$ cat src/rtl/tlv_stream_parser_crc_check_unit_defines.svh
// assertion macros shared by the tlv parser rtl
`ifndef TLV_STREAM_PARSER_CRC_CHECK_UNIT_DEFINES_SVH
`define TLV_STREAM_PARSER_CRC_CHECK_UNIT_DEFINES_SVH

// clock and reset given explicitly
`define TLVCRC_ASSERT_CLK(label, clk, rst_n, prop) \
  label: assert property (@(posedge clk) disable iff (!rst_n) prop) \
    else $error("tlvcrc assertion failed");

// default clock and reset of the block
`define TLVCRC_ASSERT(label, prop) \
  `TLVCRC_ASSERT_CLK(label, clk_i, rst_ni, prop)

`endif

$ cat src/rtl/tlvcrc_pkg.sv
// types, constants and crc helper for the tlv parser
package tlvcrc_pkg;

  localparam int unsigned MaxRecordsDef = 16;
  localparam logic [31:0] CrcPoly       = 32'hEDB8_8320;

  typedef enum logic [1:0] {
    PhType,
    PhLenHi,
    PhLenLo,
    PhValue
  } tlvcrc_phase_e;

  typedef enum logic [1:0] {
    StOk,
    StTooMany,
    StTruncated,
    StMismatch
  } tlvcrc_status_e;

  // reflected crc-32, one byte, with inversion on entry and exit
  function automatic logic [31:0] crc_add_byte(logic [31:0] crc, logic [7:0] b);
    logic [31:0] c;
    c = ~crc;
    c[7:0] = c[7:0] ^ b;
    for (int k = 0; k < 8; k++) begin
      c = (c >> 1) ^ (c[0] ? CrcPoly : 32'h0);
    end
    return ~c;
  endfunction

endpackage

$ cat src/rtl/tlvcrc_if.sv
// valid/ready channels for raw message bytes and parsed results
interface tlvcrc_in_if;
  logic       valid;
  logic       ready;
  logic [7:0] data_byte;
  logic       end_of_message;

  modport source (output valid, output data_byte, output end_of_message, input ready);
  modport sink   (input valid, input data_byte, input end_of_message, output ready);
endinterface

interface tlvcrc_out_if;
  logic        valid;
  logic        ready;
  logic [7:0]  value_byte;
  logic        value_valid;
  logic [7:0]  record_type;
  logic [3:0]  record_index;
  logic [15:0] record_length;
  logic        record_done;
  logic        message_done;
  logic [1:0]  status;
  logic [4:0]  record_count;

  modport source (
    output valid, output value_byte, output value_valid, output record_type,
    output record_index, output record_length, output record_done,
    output message_done, output status, output record_count, input ready
  );
  modport sink (
    input valid, input value_byte, input value_valid, input record_type,
    input record_index, input record_length, input record_done,
    input message_done, input status, input record_count, output ready
  );
endinterface

$ cat src/rtl/tlv_stream_parser_crc_check_unit.sv
// tlv stream parser with running crc-32 and checksum record check
//
// in_i carries one message word per handshake: a raw byte and an end flag.
// out_o returns exactly one result word per input word, in order, with the
// value byte (if any), the record type, index and length, record and message
// done flags, status and the count of completed records.
// cfg_we_i/cfg_data_i write the checksum record type; write only while idle.
// result valid follows in the cycle after the input handshake. throughput: one
// word per cycle while out_o.ready is high; the parser state and the one-byte
// crc update are combinational, which is what sets this rate.
// the result register decouples the sides: a new word is taken in the same
// cycle the pending result is taken, and while out_o.ready is low the result
// holds and in_i.ready drops only once the result register is occupied.
// reset clears the parse state, crc, counters and the checksum type to zero.
// after an error the rest of the message is consumed without value output;
// the end-of-message word reports the final status and returns the parser
// to its start state for the next message.
`include "tlv_stream_parser_crc_check_unit_defines.svh"

module tlv_stream_parser_crc_check_unit #(
  parameter int unsigned MaxRecords = tlvcrc_pkg::MaxRecordsDef
) (
  input  logic              clk_i,
  input  logic              rst_ni,
  input  logic              cfg_we_i,
  input  logic [7:0]        cfg_data_i,
  tlvcrc_in_if.sink         in_i,
  tlvcrc_out_if.source      out_o
);
  import tlvcrc_pkg::*;

  localparam int unsigned CntW = $clog2(MaxRecords + 1);
  localparam int unsigned ExtW = (CntW > 5) ? CntW : 5;

  logic [7:0]     cfg_type_q;
  tlvcrc_phase_e  phase_q, phase_d;
  tlvcrc_status_e err_q, err_d;
  logic [7:0]     type_q, type_d;
  logic [15:0]    len_q, len_d;
  logic [15:0]    left_q, left_d;
  logic [CntW-1:0] cnt_q, cnt_d;
  logic [31:0]    crc_q, crc_d;
  logic [31:0]    snap_q, snap_d;
  logic           cmp_q, cmp_d;

  logic           in_fire;
  logic           val_d, done_d;
  logic [15:0]    pos;
  logic [7:0]     want;
  logic           is_chk;
  logic           fin;
  logic [ExtW-1:0] cnt_old_ext, cnt_new_ext;

  logic           ovalid_q;
  logic [7:0]     o_byte_q, o_type_q;
  logic           o_val_q, o_done_q, o_msg_q;
  logic [3:0]     o_idx_q;
  logic [15:0]    o_len_q;
  logic [1:0]     o_stat_q;
  logic [4:0]     o_cnt_q;

  assign in_i.ready = !ovalid_q || out_o.ready;
  assign in_fire    = in_i.valid && in_i.ready;

  assign pos    = len_q - left_q;
  assign want   = snap_q[{2'd3 - pos[1:0], 3'b000} +: 8];
  assign is_chk = (type_q == cfg_type_q);

  always_comb begin
    phase_d = phase_q;
    err_d   = err_q;
    type_d  = type_q;
    len_d   = len_q;
    left_d  = left_q;
    cnt_d   = cnt_q;
    crc_d   = crc_q;
    snap_d  = snap_q;
    cmp_d   = cmp_q;
    val_d   = 1'b0;
    done_d  = 1'b0;
    fin     = 1'b0;
    if (err_q == StOk) begin
      case (phase_q)
        PhType: begin
          if (cnt_q >= CntW'(MaxRecords)) begin
            err_d = StTooMany;
          end else begin
            type_d  = in_i.data_byte;
            len_d   = 16'h0;
            phase_d = PhLenHi;
          end
        end
        PhLenHi: begin
          len_d   = {in_i.data_byte, 8'h00};
          phase_d = PhLenLo;
        end
        PhLenLo: begin
          len_d  = {len_q[15:8], in_i.data_byte};
          left_d = len_d;
          snap_d = crc_q;
          cmp_d  = 1'b1;
          if (len_d == 16'h0) begin
            fin = 1'b1;
          end else begin
            phase_d = PhValue;
          end
        end
        PhValue: begin
          val_d = 1'b1;
          if (is_chk && pos < 16'd4 && want != in_i.data_byte) begin
            cmp_d = 1'b0;
          end
          crc_d  = crc_add_byte(crc_q, in_i.data_byte);
          left_d = left_q - 16'd1;
          fin    = (left_d == 16'h0);
        end
        default: ;
      endcase
      // closing a record: checksum record must be long enough and match
      if (fin) begin
        if (is_chk && (len_d < 16'd4 || !cmp_d)) begin
          err_d = StMismatch;
        end else begin
          cnt_d   = cnt_q + CntW'(1);
          phase_d = PhType;
          done_d  = 1'b1;
        end
      end
      if (in_i.end_of_message && err_d == StOk && phase_d != PhType) begin
        err_d = StTruncated;
      end
    end
  end

  assign cnt_old_ext = ExtW'(cnt_q);
  assign cnt_new_ext = ExtW'(cnt_d);

  always_ff @(posedge clk_i or negedge rst_ni) begin
    if (!rst_ni) begin
      cfg_type_q <= 8'h0;
    end else if (cfg_we_i) begin
      cfg_type_q <= cfg_data_i;
    end
  end

  always_ff @(posedge clk_i or negedge rst_ni) begin
    if (!rst_ni) begin
      phase_q <= PhType;
      err_q   <= StOk;
      type_q  <= 8'h0;
      len_q   <= 16'h0;
      left_q  <= 16'h0;
      cnt_q   <= '0;
      crc_q   <= 32'h0;
      snap_q  <= 32'h0;
      cmp_q   <= 1'b1;
    end else if (in_fire) begin
      if (in_i.end_of_message) begin
        phase_q <= PhType;
        err_q   <= StOk;
        type_q  <= 8'h0;
        len_q   <= 16'h0;
        left_q  <= 16'h0;
        cnt_q   <= '0;
        crc_q   <= 32'h0;
        snap_q  <= 32'h0;
        cmp_q   <= 1'b1;
      end else begin
        phase_q <= phase_d;
        err_q   <= err_d;
        type_q  <= type_d;
        len_q   <= len_d;
        left_q  <= left_d;
        cnt_q   <= cnt_d;
        crc_q   <= crc_d;
        snap_q  <= snap_d;
        cmp_q   <= cmp_d;
      end
    end
  end

  always_ff @(posedge clk_i or negedge rst_ni) begin
    if (!rst_ni) begin
      ovalid_q <= 1'b0;
    end else if (in_fire) begin
      ovalid_q <= 1'b1;
    end else if (out_o.ready) begin
      ovalid_q <= 1'b0;
    end
  end

  always_ff @(posedge clk_i) begin
    if (in_fire) begin
      o_byte_q <= val_d ? in_i.data_byte : 8'h0;
      o_val_q  <= val_d;
      o_type_q <= type_d;
      o_idx_q  <= cnt_old_ext[3:0];
      o_len_q  <= len_d;
      o_done_q <= done_d;
      o_msg_q  <= in_i.end_of_message;
      o_stat_q <= err_d;
      o_cnt_q  <= cnt_new_ext[4:0];
    end
  end

  assign out_o.valid         = ovalid_q;
  assign out_o.value_byte    = o_byte_q;
  assign out_o.value_valid   = o_val_q;
  assign out_o.record_type   = o_type_q;
  assign out_o.record_index  = o_idx_q;
  assign out_o.record_length = o_len_q;
  assign out_o.record_done   = o_done_q;
  assign out_o.message_done  = o_msg_q;
  assign out_o.status        = o_stat_q;
  assign out_o.record_count  = o_cnt_q;

  `TLVCRC_ASSERT(a_cnt_bound, cnt_q <= CntW'(MaxRecords))
  `TLVCRC_ASSERT(a_err_no_value, in_fire && err_q != StOk |=> !out_o.value_valid)
  `TLVCRC_ASSERT(a_eom_clears, in_fire && in_i.end_of_message |=> phase_q == PhType && cnt_q == '0 && err_q == StOk)
  `TLVCRC_ASSERT(a_done_ok, out_o.valid && out_o.record_done |-> out_o.status == StOk)

endmodule

$ cat src/flat_wrapper.sv
// flat-port wrapper written by rule: the top's interface ports become plain ports
module tlv_stream_parser_crc_check_unit_flat import tlvcrc_pkg::*;
#(
  parameter int unsigned MaxRecords = tlvcrc_pkg::MaxRecordsDef
)
  (clk_i, rst_ni, cfg_we_i, cfg_data_i, in_i_valid, in_i_data_byte, in_i_end_of_message, in_i_ready, out_o_valid, out_o_value_byte, out_o_value_valid, out_o_record_type, out_o_record_index, out_o_record_length, out_o_record_done, out_o_message_done, out_o_status, out_o_record_count, out_o_ready);
  tlvcrc_in_if in_i_i ();
  tlvcrc_out_if out_o_i ();
  input  logic clk_i;
  input  logic rst_ni;
  input  logic cfg_we_i;
  input  logic [7:0] cfg_data_i;
  input wire logic [$bits(in_i_i.valid)-1:0] in_i_valid;
  input wire logic [$bits(in_i_i.data_byte)-1:0] in_i_data_byte;
  input wire logic [$bits(in_i_i.end_of_message)-1:0] in_i_end_of_message;
  output wire logic [$bits(in_i_i.ready)-1:0] in_i_ready;
  output wire logic [$bits(out_o_i.valid)-1:0] out_o_valid;
  output wire logic [$bits(out_o_i.value_byte)-1:0] out_o_value_byte;
  output wire logic [$bits(out_o_i.value_valid)-1:0] out_o_value_valid;
  output wire logic [$bits(out_o_i.record_type)-1:0] out_o_record_type;
  output wire logic [$bits(out_o_i.record_index)-1:0] out_o_record_index;
  output wire logic [$bits(out_o_i.record_length)-1:0] out_o_record_length;
  output wire logic [$bits(out_o_i.record_done)-1:0] out_o_record_done;
  output wire logic [$bits(out_o_i.message_done)-1:0] out_o_message_done;
  output wire logic [$bits(out_o_i.status)-1:0] out_o_status;
  output wire logic [$bits(out_o_i.record_count)-1:0] out_o_record_count;
  input wire logic [$bits(out_o_i.ready)-1:0] out_o_ready;
  assign in_i_i.valid = in_i_valid;
  assign in_i_i.data_byte = in_i_data_byte;
  assign in_i_i.end_of_message = in_i_end_of_message;
  assign in_i_ready = in_i_i.ready;
  assign out_o_valid = out_o_i.valid;
  assign out_o_value_byte = out_o_i.value_byte;
  assign out_o_value_valid = out_o_i.value_valid;
  assign out_o_record_type = out_o_i.record_type;
  assign out_o_record_index = out_o_i.record_index;
  assign out_o_record_length = out_o_i.record_length;
  assign out_o_record_done = out_o_i.record_done;
  assign out_o_message_done = out_o_i.message_done;
  assign out_o_status = out_o_i.status;
  assign out_o_record_count = out_o_i.record_count;
  assign out_o_i.ready = out_o_ready;
  tlv_stream_parser_crc_check_unit #(.MaxRecords(MaxRecords)) u_core (.clk_i(clk_i), .rst_ni(rst_ni), .cfg_we_i(cfg_we_i), .cfg_data_i(cfg_data_i), .in_i(in_i_i), .out_o(out_o_i));
endmodule
$ cat config.mk
export PLATFORM = sky130hd
export DESIGN_NAME = tlv_stream_parser_crc_check_unit_flat
export DESIGN_NICKNAME = d
export VERILOG_FILES = /design/src/rtl/tlvcrc_pkg.sv /design/src/rtl/tlvcrc_if.sv /design/src/rtl/tlv_stream_parser_crc_check_unit.sv /design/src/flat_wrapper.sv
export VERILOG_INCLUDE_DIRS = /design/src /design/src/rtl
export SDC_FILE = /design/constraint.sdc
export NUM_CORES = 1
export LEC_CHECK = 0
export ABC_AREA = 1
export BUFFER_PORTS_ARGS = -buffer_cell sky130_fd_sc_hd__buf_2
export CORE_MARGIN = 2
export CORE_UTILIZATION = 55
export CTS_CLUSTER_DIAMETER = 200
export CTS_CLUSTER_SIZE = 16
export DETAILED_ROUTE_END_ITERATION = 8
export PLACE_DENSITY = 0.83
export SYNTH_ARGS = -nofsm -noshare
export SYNTH_HDL_FRONTEND = slang
export SYNTH_SLANG_ARGS = --single-unit
$ cat constraint.sdc
create_clock -name clk_i -period 3.5 [get_ports clk_i]
set_clock_uncertainty 0.15 [all_clocks]
set_input_delay 0.35 -clock clk_i [delete_from_list [all_inputs] [get_ports clk_i]]
set_output_delay 0.35 -clock clk_i [all_outputs]
set_load 0.05 [all_outputs]
==> metrics.md, run 1 <==
| Metric | Value |
|---|---|
| Status | complete, no violations |
| GR Overflow Total | 0 |
| Min-Delay Path Class | input pin to flop |
| Yosys warnings | 0 |
| Yosys reg bits | around 170 |
| Die Span X | approximately 140 um |
| Sequential share of the synthesized area | 0.4625 |
| Critical path class | flop to flop |
| Most frequent cells in the layout | nand2_1 (249), inv_1 (216), dfrtp_1 (122), o22ai_1 (85), nor2_1 (76) |
| Gate Count Post-Synth | ~1200 |
| Pwr/cell area | about 760 nW/um2 |
| Worst-path fanout max | 10 |
| CTS H-tree depth | 4 |
| RePlAce Congestion | ~0.95 |
| Die H | about 140 um |
| Antenna cells | 0 |
| Most used cell, CP | nand2_1 |
| CP arrival | 3.32 ns |
| Pleak | 5.341 nW |
| Area Growth Syn to Fin | 14.06% |
| Max Cap Violations | 0 |
| Critical Path RT | around 3.5 ns |
| Syn nets | around 1200 |
| Postcts setup bufs | 0 |
| DP Area | approximately 10000 um2 |
| Cell taking the most area after synthesis | dfrtp_1 |
| Worst-Margin Slew | 0.7188 ns |
| First-pass GRT wire length | roughly 42 mm |
| Max-slew violations | 0 |
| CTS tree | yes |
| CTS Sinks | approximately 170 |
| Core ar. | ~17000 um2 |
| Site Rows | 48 |
| Tcrit/Tclk final | 0.9377 |
| Vias post-DR | between 8000 and 9000 |
| Top-area cell type share of the netlist area | 0.3166 |
| Rel. slew slack | 0.5201 |
| CTS buffer count | 17 |
| Ys async rst share | 0.7278 |
| Delay-heaviest family, CP | simple AND/OR/NAND/NOR gates |
| Dpl hpwl | ~19 mm |
| Hold violation total from the final report | 0 |
| Final antenna-violating net count | 0 |
| CP max stage delay | between 0.4 and 0.5 ns |
| FMAX | 304.7 MHz |
| Nets | 1317 |
| Crit path time final | 3.282 ns |
| Share of post-route cells with drive strength above 1 | 0.1202 |
| Setup TNS | 0 ns |
| Clk buf depth | 2 |
| DRC violation count after routing | 0 |
| Crit end category | flop |
| Crit path launch type | flop |
| Commonest non-fill, non-tap cell in the layout | nand2_1 |
| Root Buffer | clkbuf_16 |
| Port Buffers | about 70 |
| Area contributors post-synth | dfrtp_1 (32%), edfxtp_1 (14%), nand2_1 (9.7%) |
| Post-Syn Area | a little under 10000 um2 |
| Crit path buf inv count | 3 |
| Post-synth EDFFs | 46 |
| Final setup vio count | 0 |
| Final Worst Setup Slack | 0.2179 ns |
| Crit-path cells | inv_1 -> ha_1 -> fa_1 -> inv_2 -> nand3_1 -> nand2_1 -> nand2_1 -> nand2_1 -> nand3_1 -> nor2_1 -> nand2_1 -> nand2_1 -> nor2_1 -> nand2_1 -> nand2_1 -> nand2_1 -> nand2_2 -> nand2_2 -> nand2_4 -> nor2_8 -> xor2_1 -> inv_1 |
| Synth cell types | between 40 and 50 |
| Clock transition at path regs | ~0.07 ns |
| Number of iterations in the first detailed-routing pass | 6 |
| I/O pin total | 70 |
| Top FF cell, synth | dfrtp_1 |
| RSZ-0062 raised after global routing | no |
| Initial antenna violation count | 0 |
| Final instance area | approximately 11000 um2 |
| Worst path slowest cell | fa_1 |
| Max VDD drop | approximately 0.48 mV |
| Clock latency on the worst-skew pair | between 0.4 and 0.5 ns |
| Place WS | around 0.25 ns |
| Largest net degree at the start of global routing | about 50 |
| Via density | about 5.8 |
| Per-cell routed wire length | between 15 and 20 um |
| Gr usage total | 0.2929 |
| Starting density of the core | 0.5595 |
| Synthesized area per cell | just over 8 um2 |
| 1st-iter DRT viols | just over 1000 |
| Full die area | 18610 um2 |
| Number of global-route vias before repair | between 8000 and 9000 |
| Total Routed Length | 26.70 mm |
cell families (layout without fill, tap and decap cells):
kind of cell | after synthesis | count (layout) | share of synthesized area
adder cells (fa/ha/maj) | 19 | 19 | 0.02543
buffers and inverters | 252 | 355 | 0.09925
AND/OR/NAND/NOR | 447 | 447 | 0.2002
flip-flops | 169 | 169 | 0.4625
multiplexers | 3 | 3 | 0.003503
AO/OA/AOI/OAI | 208 | 208 | 0.1269
XOR/XNOR | 88 | 88 | 0.08225
path summary, 6_finish.rpt:
check | from | to | slack (ns) | cells after the start
setup / recovery | u_core.len_q[0] | u_core.out_o.record_count[0] | 0.22 | 22
hold / removal | cfg_data_i[3] | u_core.cfg_type_q[3] | 0.03 | 2
setup reg to reg | u_core.len_q[0] | u_core.out_o.record_count[0] | 0.22 | 22
hold reg to reg | u_core.cnt_old_ext[1] | u_core.out_o.record_index[1] | 0.37 | 0
max in group asynchronous | rst_ni | u_core.cmp_q | 2.00 | 3
min in group asynchronous | rst_ni | u_core.crc_q[1] | 0.38 | 2
worst reg2reg max path, delay by kind of cell, from the launching register on:
family	cells	cell delay (ns)
simple gates	16	1.27
fa+ha+maj	2	0.67
flops	1	0.37
buf+inv	3	0.35
xor+xnor	1	0.25
power by group:
part | leakage [nW] | internal, mW | switching (mW) | total [mW]
sequential | 2.12 | 2.35 | 0.199 | 2.55
clock | 0.272 | 0.996 | 0.831 | 1.83
combinational | 2.94 | 1.29 | 2.69 | 3.98
total | 5.34 | 4.63 | 3.72 | 8.35
registers in the layout (all words and copies together) (netlist names), 2 cells and up:
register / count
u_core.left_q: 16
u_core.crc_q: 32
u_core.phase_q: 2
u_core.out_o.record_length: 16
u_core.out_o.record_index: 4
u_core.out_o.record_count: 5
u_core.type_q: 8
u_core.err_q: 2
u_core.out_o.status: 2
u_core.snap_q: 32
u_core.cfg_type_q: 8
u_core.len_q: 16
u_core.cnt_old_ext: 5
u_core.out_o.value_byte: 8
u_core.out_o.record_type: 8
cell usage after synthesis, types with 2 or more instances:
cell type and instances:
nor2_2 4, inv_2 5, a21oi_1 21, o32ai_1 3, nand2_4 3, nand2_2 3
nor3_1 11, dfrtp_1 122, nand4_1 19, o21ai_1 3, o221ai_1 5, nand3b_1 2
xnor2_1 19, o21a_1 3, xor2_1 66, nor2_1 76, o22ai_1 85, a22oi_1 2
edfxtp_1 46, o21ai_2 2, o21ai_0 76, mux2_2 3, buf_2 5, ha_1 18
and2_1 2, inv_1 217, nand2_1 249, nor4_1 2, nand3_1 70, o211ai_1 3
clkbuf_1 21, xor2_2 3
routing by layer:
metal | routed length, um | up-vias | GRT usage
li1 | - | 4071 | -
met1 | 10660 | 4135 | 0.3848
met2 | 12700 | 481 | 0.4721
met3 | 2293 | 90 | 0.05369
met4 | 1052 | 0 | 0.1337
met5 | 0 | - | 0
repair_timing:
action | in CTS | in global routing
resized for setup | 0 | 1
hold buffers | 8 | 0
setup endpoints to repair | 0 | 2
endpoints found under the hold margin | 52 | 0
through the flow:
stage | total power [mW] | cells | hold slack, ns | utilization
final | 8.352 | 1514 | 0.03485 | 0.6382
after global routing | 8.853 | 1514 | 0.02072 | 0.6382
after CTS | 8.273 | 1514 | 0.03214 | 0.6382
after detailed placement | 6.427 | 1474 | 0.2735 | 0.6008
after global placement | 6.349 | 1474 | 0.2618 | 0.6008
after floorplan | 5.506 | 1186 | -0.09559 | -
final cells by class:
class,instances,area (um2)
fill,1406,6236
sequential,169,4461
multi-input combinational,765,4234
inverter,224,842.1
timing repair buffer,99,618.1
clock buffer,18,429.2
tap,225,281.5
clock inverter,14,135.1
No activity file was read; power rests on OpenSTA's default activity.
==> inputs of run 2 (changes only) <==
- ABC_AREA: 1 -> default
- SLEW_MARGIN: default -> 20
==> metrics.md, run 2 <==
| Metric | Value |
|---|---|
| Root Buffer | clkbuf_16 |
| Crit path time final | around 3.5 ns |
| Worst-Margin Slew | between 0.7 and 0.8 ns |
| Post-synth EDFFs | 46 |
| Regs by FF count | u_core.crc_q: 32 flops, u_core.snap_q: 32 flops |
| Sequential share of the synthesized area | 0.4855 |
| Die Span X | between 100 and 150 um |
| Area Growth Syn to Fin | 19.82% |
| Final antenna-violating net count | 0 |
| RePlAce Congestion | approximately 0.99 |
| Crit end category | flop |
| Number of global-route vias before repair | roughly 7500 |
| Pint | between 5 and 6 mW |
| Max Cap Violations | 0 |
| 1st-iter DRT viols | about 860 |
| Status | complete, but fails checks |
| Worst-path fanout max | 8 |
| Post-Syn Area | 9188 um2 |
| Yosys warnings | 0 |
| Final setup vio count | 3 |
| Gr usage total | 0.2928 |
| Initial antenna violation count | 0 |
| Port Buffers | between 60 and 70 |
| Failing checks | negative setup slack |
| I/O pin total | 70 |
| Per-cell routed wire length | roughly 21 um |
| Antenna cells | 0 |
| Clock transition at path regs | roughly 0.070 ns |
| Pwr/cell area | roughly 900 nW/um2 |
| Hold violation total from the final report | 0 |
| CP arrival | ~3.7 ns |
| GR Overflow Total | 0 |
| Dpl hpwl | 17.54 mm |
| Max-slew violations | 0 |
| Pleak | approximately 4.8 nW |
| Area contributors post-synth | dfrtp_1 (33%), edfxtp_1 (15%), xnor2_1 (7.9%) |
| Clk network pwr share | 0.199 |
| Final Worst Setup Slack | -0.04491 ns |
| Min-Delay Path Class | input pin to flop |
| Total power | 10.09 mW |
| Top-count cell post-synth | dfrtp_1 |
| Largest net degree at the start of global routing | between 80 and 90 |
| Site Rows | 47 |
| Setup TNS | -0.09086 ns |
| First-pass GRT wire length | between 40 and 50 mm |
| CTS H-tree depth | 4 |
| Commonest cells post-synth | dfrtp_1 (122), o21ai_0 (83), xnor2_1 (83) |
| Top FF cell, synth | dfrtp_1 |
| CTS Sinks | around 170 |
| Critical Path RT | about 3.7 ns |
| Top-area cell type share of the netlist area | 0.3323 |
| Sequential share of power | 0.277 |
| Core ar. | ~16000 um2 |
| CTS buffer count | 17 |
| Clock latency on the worst-skew pair | approximately 0.44 ns |
| Syn nets | approximately 910 |
| Switch Pwr | 4.295 mW |
| Nets | slightly above 1000 |
| Switching part of the total | 0.4259 |
| Gate Count Post-Synth | slightly below 900 |
| DRC violation count after routing | 0 |
| Number of iterations in the first detailed-routing pass | 5 |
| Vias post-DR | 7727 |
| Yosys reg bits | between 150 and 200 |
| Via density | ~6.3 |
| Ys async rst share | 0.7278 |
| Full die area | 17750 um2 |
| Tcrit/Tclk final | 1.013 |
| Clk buf depth | 2 |
| Combinational Power Share | 0.524 |
| Inst Count DP | 1181 |
| Post-Layout Cell Count | roughly 1200 |
| Share of post-route cells with drive strength above 1 | 0.2249 |
| Synth cell types | 64 |
| Most frequent cells in the layout | dfrtp_1 (121), o21ai_0 (81), xnor2_1 (80), nand2_1 (76), buf_2 (68) |
| CTS tree | yes |
| Rel. slew slack | 0.4826 |
| RSZ-0062 raised after global routing | yes |
| FMAX | 282.1 MHz |
| Total Routed Length | ~26 mm |
| Cell taking the most area after synthesis | dfrtp_1 |
| Starting density of the core | 0.5580 |
| Crit path launch type | flop |
| Die H | ~130 um |
| Critical path class | flop to flop |
| Commonest non-fill, non-tap cell in the layout | dfrtp_1 |
| Synthesized area per cell | about 11 um2 |
| Max VDD drop | roughly 0.77 mV |
-- run 2: final timing paths --
path	startpoint	end	slack (ns)	cells after the start
max	u_core.len_q[0]	u_core.cnt_old_ext[0]	-0.04	14
min	out_o_ready	u_core.out_o.valid	0.08	3
max reg2reg	u_core.len_q[0]	u_core.cnt_old_ext[0]	-0.04	14
min reg2reg	u_core.snap_q[26]	u_core.snap_q[26]	0.36	1
max in group asynchronous	rst_ni	u_core.crc_q[18]	2.05	3
min in group asynchronous	rst_ni	u_core.left_q[12]	0.32	2
-- run 2: critical path, stage by stage, from the launching register on --
cell	delay, ns
dfrtp_1	0.38
inv_2	0.06
ha_4	0.16
fa_2	0.55
buf_12	0.13
mux4_2	0.33
xnor2_2	0.15
nand4_1	0.19
nor2_2	0.24
a21oi_2	0.06
and4_4	0.17
a211oi_4	0.34
buf_6	0.17
nor3b_1	0.05
a221o_1	0.28
-- run 2: kinds of logic after synthesis --
kind of cell,synth area share
adder cells (fa/ha/maj),0.02669
AND/OR/NAND/NOR,0.1159
AO/OA/AOI/OAI,0.1912
multiplexers,0.05270
XOR/XNOR,0.09533
buffers and inverters,0.03268
flip-flops,0.4855
-- run 2: what timing repair did --
item,CTS,global route
hold buffers,10,0
pin swaps,4,5
endpoints found under the setup margin,17,17
setup buffers,1,1
endpoints found under the hold margin,51,0
resized for setup,13,13
gates cloned,0,0
-- run 2: area by class of cell --
cell class              instances  area [um2]
multi-input cells             627        4532
flip-flops and latches        169        4462
inverters                      30       112.6
clock buffers                  17       425.4
fillers                      1243        5458
repair buffers                147       999.7
clock inverters                15       201.4
well taps                     220       275.3
-- run 2: per-stage QoR --
| stage | instance area, um2 | hold WS (ns) | utilization | setup WS (ns) |
|---|---|---|---|---|
| 3_5_place_dp | 10170 | 0.2565 | 0.6177 | -0.1400 |
| 3_3_place_gp | 10170 | 0.2526 | 0.6177 | -0.03064 |
| 2_1_floorplan | 9189 | -0.09559 | - | 0.06866 |
| 6_report | 11010 | 0.07649 | 0.6685 | -0.04491 |
| 4_1_cts | 10940 | 0.07255 | 0.6645 | -0.02322 |
| 5_1_grt | 11010 | 0.1092 | 0.6685 | -0.1099 |
-- run 2: metal layers --
layer / share of wire / GRT usage / wire length, um / vias up
li1: - / - / - / 3458
met1: 0.41 / 0.3942 / 10560 / 3795
met2: 0.48 / 0.4628 / 12250 / 411
met3: 0.070 / 0.05594 / 1794 / 63
met5: 0 / 0 / 0 / -
met4: 0.038 / 0.1359 / 964 / 0
-- run 2: power groups by stage --
stage / registers (mW) / logic [mW] / clock network [mW]
5_1_grt: 2.84 / 5.69 / 2.10
3_5_place_dp: 2.81 / 4.94 / 0
3_3_place_gp: 2.79 / 4.88 / 0
6_report: 2.80 / 5.28 / 2.00
2_1_floorplan: 3.03 / 3.24 / 0
4_1_cts: 2.78 / 5.09 / 2.02
